## src/sv/jlcg_pkg.sv

```systemverilog
// Shared types and constants for the 48-bit LCG random generator.
package jlcg_pkg;

	localparam int unsigned STATE_W = 48;
	localparam int unsigned UADDR_W = 6;

	localparam logic [STATE_W-1:0] LCG_MULT = 48'h0005_DEEC_E66D;
	localparam logic [STATE_W-1:0] LCG_ADD  = 48'h0000_0000_000B;

	// Request kinds
	localparam logic [2:0] KIND_INT   = 3'd0;
	localparam logic [2:0] KIND_BOUND = 3'd1;
	localparam logic [2:0] KIND_LONG  = 3'd2;
	localparam logic [2:0] KIND_FLT   = 3'd3;
	localparam logic [2:0] KIND_DBL   = 3'd4;
	localparam logic [2:0] KIND_BOOL  = 3'd5;

	typedef struct packed {
		logic [2:0]         kind;
		logic signed [31:0] bound;
	} in_item_t;

	typedef struct packed {
		logic signed [63:0] value;
		logic               error;
	} out_item_t;

	// Datapath micro-ops
	typedef enum logic [3:0] {
		OP_NOP  = 4'd0,  // result zero, no error
		OP_M0   = 4'd1,  // acc = state[15:0] * mult
		OP_M1   = 4'd2,  // acc += state[31:16] * mult << 16
		OP_M2   = 4'd3,  // acc += state[47:32] * mult << 32
		OP_ADV  = 4'd4,  // state = acc + add
		OP_HI   = 4'd5,  // hold top 32 state bits
		OP_INT  = 4'd6,
		OP_LONG = 4'd7,
		OP_DBL  = 4'd8,
		OP_FLT  = 4'd9,
		OP_BOOL = 4'd10,
		OP_POW2 = 4'd11,
		OP_DIVI = 4'd12, // load draw, clear remainder
		OP_DIVS = 4'd13, // one restoring divide step
		OP_CHK  = 4'd14, // remainder result, rejection test
		OP_ERR  = 4'd15
	} op_t;

	typedef enum logic [1:0] {
		J_NONE = 2'd0,
		J_DIV  = 2'd1, // divide bits remain
		J_REJ  = 2'd2  // draw rejected
	} jcond_t;

	typedef struct packed {
		op_t                op;
		jcond_t             cond;
		logic [UADDR_W-1:0] target;
		logic               done;
	} ucode_t;

	typedef struct packed {
		logic en;
		op_t  op;
	} ctrl_t;

	typedef struct packed {
		logic div_more;
		logic reject;
	} status_t;

endpackage

```

## src/sv/jlcg_sequencer.sv

```systemverilog
// Microcode sequencer: program ROM, step counter, dispatch and jumps.
module jlcg_sequencer (
	input  logic                        clk,
	input  logic                        arst_n,
	input  logic                        start,
	input  logic [2:0]                  kind,
	input  logic [31:0]                 bound,
	input  jlcg_pkg::status_t           status,
	input  logic                        out_free,
	output logic                        busy,
	output logic                        fire,
	output jlcg_pkg::ctrl_t             ctrl
);

	localparam int unsigned AW = jlcg_pkg::UADDR_W;

	localparam logic [AW-1:0] A_INT  = 6'd0;
	localparam logic [AW-1:0] A_LONG = 6'd5;
	localparam logic [AW-1:0] A_DBL  = 6'd15;
	localparam logic [AW-1:0] A_FLT  = 6'd25;
	localparam logic [AW-1:0] A_BOOL = 6'd30;
	localparam logic [AW-1:0] A_POW2 = 6'd35;
	localparam logic [AW-1:0] A_DIV  = 6'd40;
	localparam logic [AW-1:0] A_DIVS = 6'd45;
	localparam logic [AW-1:0] A_ERR  = 6'd47;
	localparam logic [AW-1:0] A_NOP  = 6'd48;

	function automatic jlcg_pkg::ucode_t uw(jlcg_pkg::op_t op, jlcg_pkg::jcond_t cond,
			logic [AW-1:0] target, logic done);
		jlcg_pkg::ucode_t w;
		w.op     = op;
		w.cond   = cond;
		w.target = target;
		w.done   = done;
		return w;
	endfunction

	// Program: every generator advance is M0, M1, M2, ADV.
	function automatic jlcg_pkg::ucode_t rom(logic [AW-1:0] a);
		jlcg_pkg::ucode_t w;
		unique case (a) inside
			6'd0, 6'd5, 6'd10, 6'd15, 6'd20, 6'd25, 6'd30, 6'd35, 6'd40:
				w = uw(jlcg_pkg::OP_M0, jlcg_pkg::J_NONE, '0, 1'b0);
			6'd1, 6'd6, 6'd11, 6'd16, 6'd21, 6'd26, 6'd31, 6'd36, 6'd41:
				w = uw(jlcg_pkg::OP_M1, jlcg_pkg::J_NONE, '0, 1'b0);
			6'd2, 6'd7, 6'd12, 6'd17, 6'd22, 6'd27, 6'd32, 6'd37, 6'd42:
				w = uw(jlcg_pkg::OP_M2, jlcg_pkg::J_NONE, '0, 1'b0);
			6'd3, 6'd8, 6'd13, 6'd18, 6'd23, 6'd28, 6'd33, 6'd38, 6'd43:
				w = uw(jlcg_pkg::OP_ADV, jlcg_pkg::J_NONE, '0, 1'b0);
			6'd9, 6'd19:
				w = uw(jlcg_pkg::OP_HI, jlcg_pkg::J_NONE, '0, 1'b0);
			6'd4:  w = uw(jlcg_pkg::OP_INT, jlcg_pkg::J_NONE, '0, 1'b1);
			6'd14: w = uw(jlcg_pkg::OP_LONG, jlcg_pkg::J_NONE, '0, 1'b1);
			6'd24: w = uw(jlcg_pkg::OP_DBL, jlcg_pkg::J_NONE, '0, 1'b1);
			6'd29: w = uw(jlcg_pkg::OP_FLT, jlcg_pkg::J_NONE, '0, 1'b1);
			6'd34: w = uw(jlcg_pkg::OP_BOOL, jlcg_pkg::J_NONE, '0, 1'b1);
			6'd39: w = uw(jlcg_pkg::OP_POW2, jlcg_pkg::J_NONE, '0, 1'b1);
			6'd44: w = uw(jlcg_pkg::OP_DIVI, jlcg_pkg::J_NONE, '0, 1'b0);
			6'd45: w = uw(jlcg_pkg::OP_DIVS, jlcg_pkg::J_DIV, A_DIVS, 1'b0);
			6'd46: w = uw(jlcg_pkg::OP_CHK, jlcg_pkg::J_REJ, A_DIV, 1'b1);
			6'd47: w = uw(jlcg_pkg::OP_ERR, jlcg_pkg::J_NONE, '0, 1'b1);
			default: w = uw(jlcg_pkg::OP_NOP, jlcg_pkg::J_NONE, '0, 1'b1);
		endcase
		return w;
	endfunction

	logic              busy_q;
	logic [AW-1:0]     pc_q;
	logic [AW-1:0]     entry;
	jlcg_pkg::ucode_t  word;
	logic              jump;
	logic              bad_bound;
	logic              pow2;

	assign bad_bound = (bound == 32'd0) || bound[31];
	assign pow2      = ((bound & (bound - 32'd1)) == 32'd0);

	always_comb begin
		unique case (kind)
			jlcg_pkg::KIND_INT:   entry = A_INT;
			jlcg_pkg::KIND_BOUND: entry = bad_bound ? A_ERR : (pow2 ? A_POW2 : A_DIV);
			jlcg_pkg::KIND_LONG:  entry = A_LONG;
			jlcg_pkg::KIND_FLT:   entry = A_FLT;
			jlcg_pkg::KIND_DBL:   entry = A_DBL;
			jlcg_pkg::KIND_BOOL:  entry = A_BOOL;
			default:              entry = A_NOP;
		endcase
	end

	assign word = rom(pc_q);

	always_comb begin
		unique case (word.cond)
			jlcg_pkg::J_DIV: jump = status.div_more;
			jlcg_pkg::J_REJ: jump = status.reject;
			default:         jump = 1'b0;
		endcase
	end

	assign busy    = busy_q;
	assign fire    = busy_q && !jump && word.done && out_free;
	assign ctrl.en = busy_q;
	assign ctrl.op = word.op;

	always_ff @(posedge clk or negedge arst_n) begin
		if (!arst_n) begin
			busy_q <= 1'b0;
			pc_q   <= '0;
		end else if (start) begin
			busy_q <= 1'b1;
			pc_q   <= entry;
		end else if (busy_q) begin
			if (jump) begin
				pc_q <= word.target;
			end else if (word.done) begin
				// hold on the last step until the output slot frees up
				if (out_free) begin
					busy_q <= 1'b0;
				end
			end else begin
				pc_q <= pc_q + 1'b1;
			end
		end
	end

endmodule

```

## src/sv/jlcg_datapath.sv

```systemverilog
// Datapath: LCG state, chunked multiplier, serial divider, result forming.
module jlcg_datapath (
	input  logic                       clk,
	input  logic                       arst_n,
	input  logic                       cfg_we,
	input  logic [jlcg_pkg::STATE_W-1:0] cfg_data,
	input  logic                       start,
	input  logic [31:0]                bound,
	input  jlcg_pkg::ctrl_t            ctrl,
	output jlcg_pkg::status_t          status,
	output jlcg_pkg::out_item_t        result
);

	localparam int unsigned SW = jlcg_pkg::STATE_W;

	logic [SW-1:0] state_q;
	logic [SW-1:0] acc_q;
	logic [31:0]   hi_q;
	logic [31:0]   bound_q;
	logic [30:0]   draw_q;
	logic [30:0]   rem_q;
	logic [4:0]    cnt_q;

	logic [15:0]   chunk;
	logic [50:0]   prod;
	logic [31:0]   trial;
	logic [31:0]   trial_sub;
	logic [31:0]   rej_sum;
	logic [62:0]   pow2_prod;
	logic [31:0]   top32;

	assign top32 = state_q[47:16];

	always_comb begin
		case (ctrl.op)
			jlcg_pkg::OP_M1: chunk = state_q[31:16];
			jlcg_pkg::OP_M2: chunk = state_q[47:32];
			default:         chunk = state_q[15:0];
		endcase
	end

	assign prod = 51'(chunk) * 51'(jlcg_pkg::LCG_MULT[34:0]);

	// restoring divide step
	assign trial     = {rem_q, draw_q[cnt_q]};
	assign trial_sub = trial - bound_q;

	// draw - rem + (bound - 1), sign bit tells a rejected draw
	assign rej_sum = {1'b0, draw_q} - {1'b0, rem_q} + (bound_q - 32'd1);

	assign pow2_prod = 63'(bound_q) * 63'(state_q[47:17]);

	assign status.div_more = (cnt_q != 5'd0);
	assign status.reject   = rej_sum[31];

	always_comb begin
		result.error = 1'b0;
		case (ctrl.op)
			jlcg_pkg::OP_INT:  result.value = {{32{top32[31]}}, top32};
			jlcg_pkg::OP_LONG: result.value = {hi_q, 32'd0} + {{32{top32[31]}}, top32};
			jlcg_pkg::OP_DBL:  result.value = {11'd0, hi_q[31:6], state_q[47:21]};
			jlcg_pkg::OP_FLT:  result.value = {40'd0, state_q[47:24]};
			jlcg_pkg::OP_BOOL: result.value = {63'd0, state_q[47]};
			jlcg_pkg::OP_POW2: result.value = {32'd0, pow2_prod[62:31]};
			jlcg_pkg::OP_CHK:  result.value = {33'd0, rem_q};
			jlcg_pkg::OP_ERR: begin
				result.value = '0;
				result.error = 1'b1;
			end
			default:           result.value = '0;
		endcase
	end

	always_ff @(posedge clk or negedge arst_n) begin
		if (!arst_n) begin
			state_q <= jlcg_pkg::LCG_MULT;
			cnt_q   <= '0;
		end else if (cfg_we) begin
			state_q <= cfg_data ^ jlcg_pkg::LCG_MULT;
		end else if (ctrl.en) begin
			case (ctrl.op)
				jlcg_pkg::OP_ADV: state_q <= acc_q + jlcg_pkg::LCG_ADD;
				jlcg_pkg::OP_DIVI: cnt_q <= 5'd30;
				jlcg_pkg::OP_DIVS: cnt_q <= cnt_q - 5'd1;
				default: ;
			endcase
		end
	end

	always_ff @(posedge clk) begin
		if (start) begin
			bound_q <= bound;
		end
		if (ctrl.en) begin
			case (ctrl.op)
				jlcg_pkg::OP_M0: acc_q <= prod[SW-1:0];
				jlcg_pkg::OP_M1: acc_q <= acc_q + {prod[31:0], 16'd0};
				jlcg_pkg::OP_M2: acc_q <= acc_q + {prod[15:0], 32'd0};
				jlcg_pkg::OP_HI: hi_q <= top32;
				jlcg_pkg::OP_DIVI: begin
					draw_q <= state_q[47:17];
					rem_q  <= '0;
				end
				jlcg_pkg::OP_DIVS: rem_q <= trial_sub[31] ? trial[30:0] : trial_sub[30:0];
				default: ;
			endcase
		end
	end

endmodule

```

## src/sv/java_lcg_random_generator.sv

```systemverilog
// Top level of the 48-bit LCG random generator (java.util.Random scheme).
// Each advance of the state is three 16x35 partial products plus an add; bounds that are
// not a power of two take the modulo with a 31-step serial divider and redraw on rejection.
// One item at a time: the next is taken the cycle after its result loads.
// Reset: state = 0x5DEECE66D (seed 0), sequencer idle, no result pending.
module java_lcg_random_generator (
	input  logic                 clk,
	input  logic                 arst_n,
	// request channel
	input  logic                 in_valid,
	output logic                 in_stall,
	input  jlcg_pkg::in_item_t   in_item,
	// result channel
	output logic                 out_valid,
	input  logic                 out_stall,
	output jlcg_pkg::out_item_t  out_item,
	// seed register
	input  logic                 cfg_we,
	input  logic [jlcg_pkg::STATE_W-1:0] cfg_data
);

	logic                 busy;
	logic                 start;
	logic                 fire;
	logic                 out_free;
	jlcg_pkg::ctrl_t      ctrl;
	jlcg_pkg::status_t    status;
	jlcg_pkg::out_item_t  result;

	logic                 out_valid_q;
	jlcg_pkg::out_item_t  out_item_q;

	// A request beat is taken whenever the sequencer is idle, even while the
	// previous result still waits downstream.
	assign in_stall = busy;
	assign start    = in_valid && !busy;

	// Output slot is free when empty or draining this cycle.
	assign out_free = !out_valid_q || !out_stall;

	jlcg_sequencer u_seq (
		.clk      (clk),
		.arst_n   (arst_n),
		.start    (start),
		.kind     (in_item.kind),
		.bound    (in_item.bound),
		.status   (status),
		.out_free (out_free),
		.busy     (busy),
		.fire     (fire),
		.ctrl     (ctrl)
	);

	jlcg_datapath u_dp (
		.clk      (clk),
		.arst_n   (arst_n),
		.cfg_we   (cfg_we),
		.cfg_data (cfg_data),
		.start    (start),
		.bound    (in_item.bound),
		.ctrl     (ctrl),
		.status   (status),
		.result   (result)
	);

	// Result register: loaded on the final microcode step, cleared when the
	// beat leaves.
	always_ff @(posedge clk or negedge arst_n) begin
		if (!arst_n) begin
			out_valid_q <= 1'b0;
		end else if (fire) begin
			out_valid_q <= 1'b1;
		end else if (!out_stall) begin
			out_valid_q <= 1'b0;
		end
	end

	always_ff @(posedge clk) begin
		if (fire) begin
			out_item_q <= result;
		end
	end

	assign out_valid = out_valid_q;
	assign out_item  = out_item_q;

endmodule
```

## config.mk

```make
export PLATFORM = sky130hd
export DESIGN_NAME = java_lcg_random_generator
export DESIGN_NICKNAME = d
export VERILOG_FILES = /design/src/sv/jlcg_pkg.sv /design/src/sv/jlcg_sequencer.sv /design/src/sv/jlcg_datapath.sv /design/src/sv/java_lcg_random_generator.sv
export SDC_FILE = /design/constraint.sdc
export NUM_CORES = 2
export LEC_CHECK = 0
export BUFFER_PORTS_ARGS = -buffer_cell sky130_fd_sc_hd__buf_2
export CORE_ASPECT_RATIO = 1.25
export CORE_MARGIN = 3
export CORE_UTILIZATION = 35
export CTS_CLUSTER_SIZE = 12
export DETAILED_ROUTE_END_ITERATION = 7
export PLACE_DENSITY_LB_ADDON = 0.2
export SETUP_SLACK_MARGIN = 0.1
export SLEW_MARGIN = 10
export SYNTH_ARGS = -nofsm -noshare
export SYNTH_HDL_FRONTEND = slang
export SYNTH_SLANG_ARGS = --single-unit
```

## constraint.sdc

```tcl
create_clock -name clk -period 12.3 [get_ports clk]
set_clock_uncertainty 0.2 [all_clocks]
set_input_delay 0.615 -clock clk [delete_from_list [all_inputs] [get_ports clk]]
set_output_delay 0.615 -clock clk [all_outputs]
set_load 0.005 [all_outputs]
```

==> results.txt <==
----------------------------------------------------
[Final layout]
  Cell area after layout ... 66940 sq um
  Ratio of cells with drive above 1 in the final layout ... 7.146%
  Area added between synthesis and finish ... 8.857%
  Filler cells ... 17790
  Number of cells in the finished layout apart from fillers ... 9098
  Post-layout nets ... 8502

[Setup path]
  Sum of buffers and inverters on the critical path ... 5
  Worst r2r src ... u_seq.pc_q[0]
  Required @ worst endpoint ... 12470 ps
  Data arrival, critical path ... 11780 ps
  Critical Path Fanout Max ... 10
  Number of cell instances on the worst register-to-register path ... 40
  End of the worst register-to-register path ... u_dp.acc_q[47]
  Worst Setup End Kind ... register
  Reg-to-reg slack, setup ... 700 ps
  Largest stage delay on the critical path ... 660 ps
  CP startpoint ... u_seq.pc_q[0]
  Top delay family on crit path ... adder cells
  Type of the worst setup path ... reg2reg
  Crit. path cell count ... 40
  Crit path capture ... u_dp.acc_q[47]
  Kind of launch point of the worst setup path ... register
  Crit-path slowest cell ... sky130_fd_sc_hd__fa_1

[Logic synthesis]
  Share of async-settable or async-resettable flops after synthesis ... 20.33%
  Share of the yosys chip area belonging to registers ... 14.20%
  Top flip-flop cell by instance count after synthesis ... sky130_fd_sc_hd__edfxtp_1
  Proportion of netlist area held by the largest area contributor ... 36.76%
  Net count after synthesis ... 8427
  Number of flops mapped to enable cells by yosys ... 239
  Average cell area after synthesis ... 9.244 sq um
  Number of standard cells after synthesis ... 6652
  Synthesis-stage register bit count ... 300
  Number of warnings reported in the yosys synthesis log ... 0
  Most area-hungry cell type in the Yosys netlist ... sky130_fd_sc_hd__fa_1
  Count of cell types in the netlist ... 103
  Synthesized cell area ... 61490 sq um
  Leading cell types by total area after synthesis ... sky130_fd_sc_hd__fa_1, sky130_fd_sc_hd__edfxtp_1, sky130_fd_sc_hd__ha_1, sky130_fd_sc_hd__inv_1, sky130_fd_sc_hd__nand2_1
  Most frequent cells after synthesis ... sky130_fd_sc_hd__inv_1, sky130_fd_sc_hd__fa_1, sky130_fd_sc_hd__nand2_1
  Most numerous cell in the Yosys netlist ... sky130_fd_sc_hd__inv_1

[CTS]
  Clk sink count ... 300
  Number of buffers inserted during clock tree synthesis ... 40
  Cell at the root of the clock tree ... sky130_fd_sc_hd__clkbuf_16
  Number of H-tree branching levels ... 2
  Clock transition at path regs ... 60 ps
  Buffer count from post-CTS setup fixing ... 0
  CTS tree ... yes
  Clock insertion delay at the later pin of the skew report ... 640 ps
  Largest buffer count on any clock path ... 3

[GRT]
  Number of antenna violations at the first check in global routing ... 9
  Global-route usage over all layers ... 24.88%
  Pin count of the biggest net entering global routing ... 89
  Residual overflow from global routing ... 0
  Global-route wire length before repair ... 334600 um
  Vias in the first global route ... 51220

[Timing]
  Fmax ... 86.17 MHz
  Final Max Tran Viols ... 0
  Setup repair after global routing missed its margin ... no
  Hold Fails Final Rpt ... 0
  Accumulated negative setup slack ... 0 ps
  Fin crit period ... 11600 ps
  Number of failing setup endpoints in the final timing report ... 0
  Slew at the pin closest to its max-slew limit ... 1317 ps
  Normalized max-slew margin ... 11.30%
  Worst hold slack ... 32.38 ps
  Share of the clock period used by the worst path ... 94.35%

[Detailed routing]
  Via count ... 48110
  Antenna viol nets, final ... 0
  First-iteration detailed-routing DRC count ... 3702
  Number of optimization iterations in the first detailed-route pass ... 7
  DRC ... 0
  Mean routed wirelength per cell ... 24.68 um
  DR vias/cell ... 5.287
  Post-Route WL ... 224600 um

[Hold path]
  Type of the most critical hold path ... in2reg

[Placed design]
  Detail Placement HPWL ... 179000 um
  Number of placed instances, taps included ... 8981
  IO Port Bufs ... 154
  Area post-placement ... 65190 sq um
  Final GP Congestion ... 0.9537

[Die]
  Total core area ... 174200 sq um
  Die area ... 180800 sq um
  Die Span X ... 380.9 um
  Height of the die ... 474.6 um
  Number of top-level design ports ... 155
  Initial core utilization ... 35.31%
  Placement row count ... 171

[Run status]
  Run status ... finished clean

[Job]
  MaxCap Viol Count ... 0

----------------------------------------------------
==> logic make-up after synthesis <==
kind of cell               Yosys count  synth area share (%)
and+or+nand+nor                   1739                 12.78
muxes                               91                 1.679
AOI/OAI and AO/OA                  896                 9.433
DFF                                300                 14.20
xor gates and xnor gates           223                 3.188
adders and majority gates         1690                 48.16
buffers and inverters             1713                 10.56
==> metrics by stage <==
| stage | setup slack (ps) | utilization (%) |
|---|---|---|
| 3_5_place_dp | 582.6 | 37.43 |
| 6_report | 695.2 | 38.44 |
| 4_1_cts | 579.8 | 38.43 |
| 5_1_grt | 138.0 | 38.43 |
| 3_3_place_gp | 712.1 | 37.43 |
| 2_1_floorplan | 2003 | - |
==> worst register-to-register path: cells and delay by family, from the launching register on <==
| family | cells | cell delay, ps |
|---|---|---|
| xor gates and xnor gates | 2 | 310 |
| AOI/OAI and AO/OA | 13 | 2710 |
| muxes | 1 | 490 |
| adders and majority gates | 9 | 4140 |
| and+or+nand+nor | 10 | 2550 |
| buffers and inverters | 5 | 490 |
| DFF | 1 | 490 |
==> worst min-delay path by stage <==
stage | endpoint | start | slack [ps] | cells past startpoint
after floorplan | out_valid | arst_n | 120 | 0
after global placement | out_valid | arst_n | 290 | 1
after detailed placement | out_valid | arst_n | 290 | 1
after CTS | u_dp.bound_q[3] | in_item[3] | 0.04 | 1
after global routing | u_dp.bound_q[5] | in_item[5] | 20 | 1
final | u_dp.state_q[41] | cfg_data[41] | 30 | 3
==> final cells by class <==
type	count	area [sq um]	area share, %
multi-input combinational	4639	46340	69.22
sequential	300	8752	13.07
inverter	1404	5270	7.873
tap	2335	2922	4.364
timing repair buffer	342	2305	3.443
clock buffer	49	1076	1.607
clock inverter	25	267.8	0.4000
antenna	4	10.01	0.01495
==> metal layers <==
layer	global-route usage, %	vias to the layer above	part of all wire [%]
li1	-	21050	-
met1	31.30	24950	40
met2	43.84	1704	50
met3	3.475	407	6.2
met4	8.306	2	4.0
met5	0	-	0.0058
==> cell usage in the layout (no fill, tap or decap), types with 27 or more instances in the layout <==
cell	synthesis	final
sky130_fd_sc_hd__nand2b_1	36	36
sky130_fd_sc_hd__xor2_1	93	93
sky130_fd_sc_hd__nor3_1	40	40
sky130_fd_sc_hd__a211oi_1	27	27
sky130_fd_sc_hd__a21o_1	102	102
sky130_fd_sc_hd__fa_1	1129	1129
sky130_fd_sc_hd__clkbuf_16	0	41
sky130_fd_sc_hd__o21ai_0	236	236
sky130_fd_sc_hd__buf_4	9	147
sky130_fd_sc_hd__o211ai_1	29	29
sky130_fd_sc_hd__nand2_1	1040	1040
sky130_fd_sc_hd__nor2b_1	47	46
sky130_fd_sc_hd__ha_1	558	558
sky130_fd_sc_hd__xnor2_1	129	129
sky130_fd_sc_hd__mux2i_1	75	75
sky130_fd_sc_hd__nand3_1	60	60
sky130_fd_sc_hd__nor2_1	167	163
sky130_fd_sc_hd__a21oi_1	219	216
sky130_fd_sc_hd__edfxtp_1	239	239
sky130_fd_sc_hd__and2_1	193	193
sky130_fd_sc_hd__a31oi_1	29	29
sky130_fd_sc_hd__nand4_1	45	45
sky130_fd_sc_hd__a22oi_1	42	42
sky130_fd_sc_hd__buf_2	20	154
sky130_fd_sc_hd__inv_1	1402	1401
sky130_fd_sc_hd__dlygate4sd3_1	0	39
==> state kept, by name, summed over array words and instances (netlist names), 5 cells and up <==
register      count
out_item         65
u_dp.acc_q       48
u_dp.state_q     48
u_dp.bound_q     32
u_dp.hi_q        32
u_dp.draw_q      31
u_dp.rem_q       31
u_seq.pc_q        6
u_dp.cnt_q        5
==> timing repair <==
action	in CTS	in global routing
gates resized for setup	0	2
setup endpoints to repair	0	1
endpoints found under the hold margin	44	0
hold buffers	39	0
Power is not shown: default switching activity piles up to over one toggle a cycle in this logic, so the estimate is an artifact.
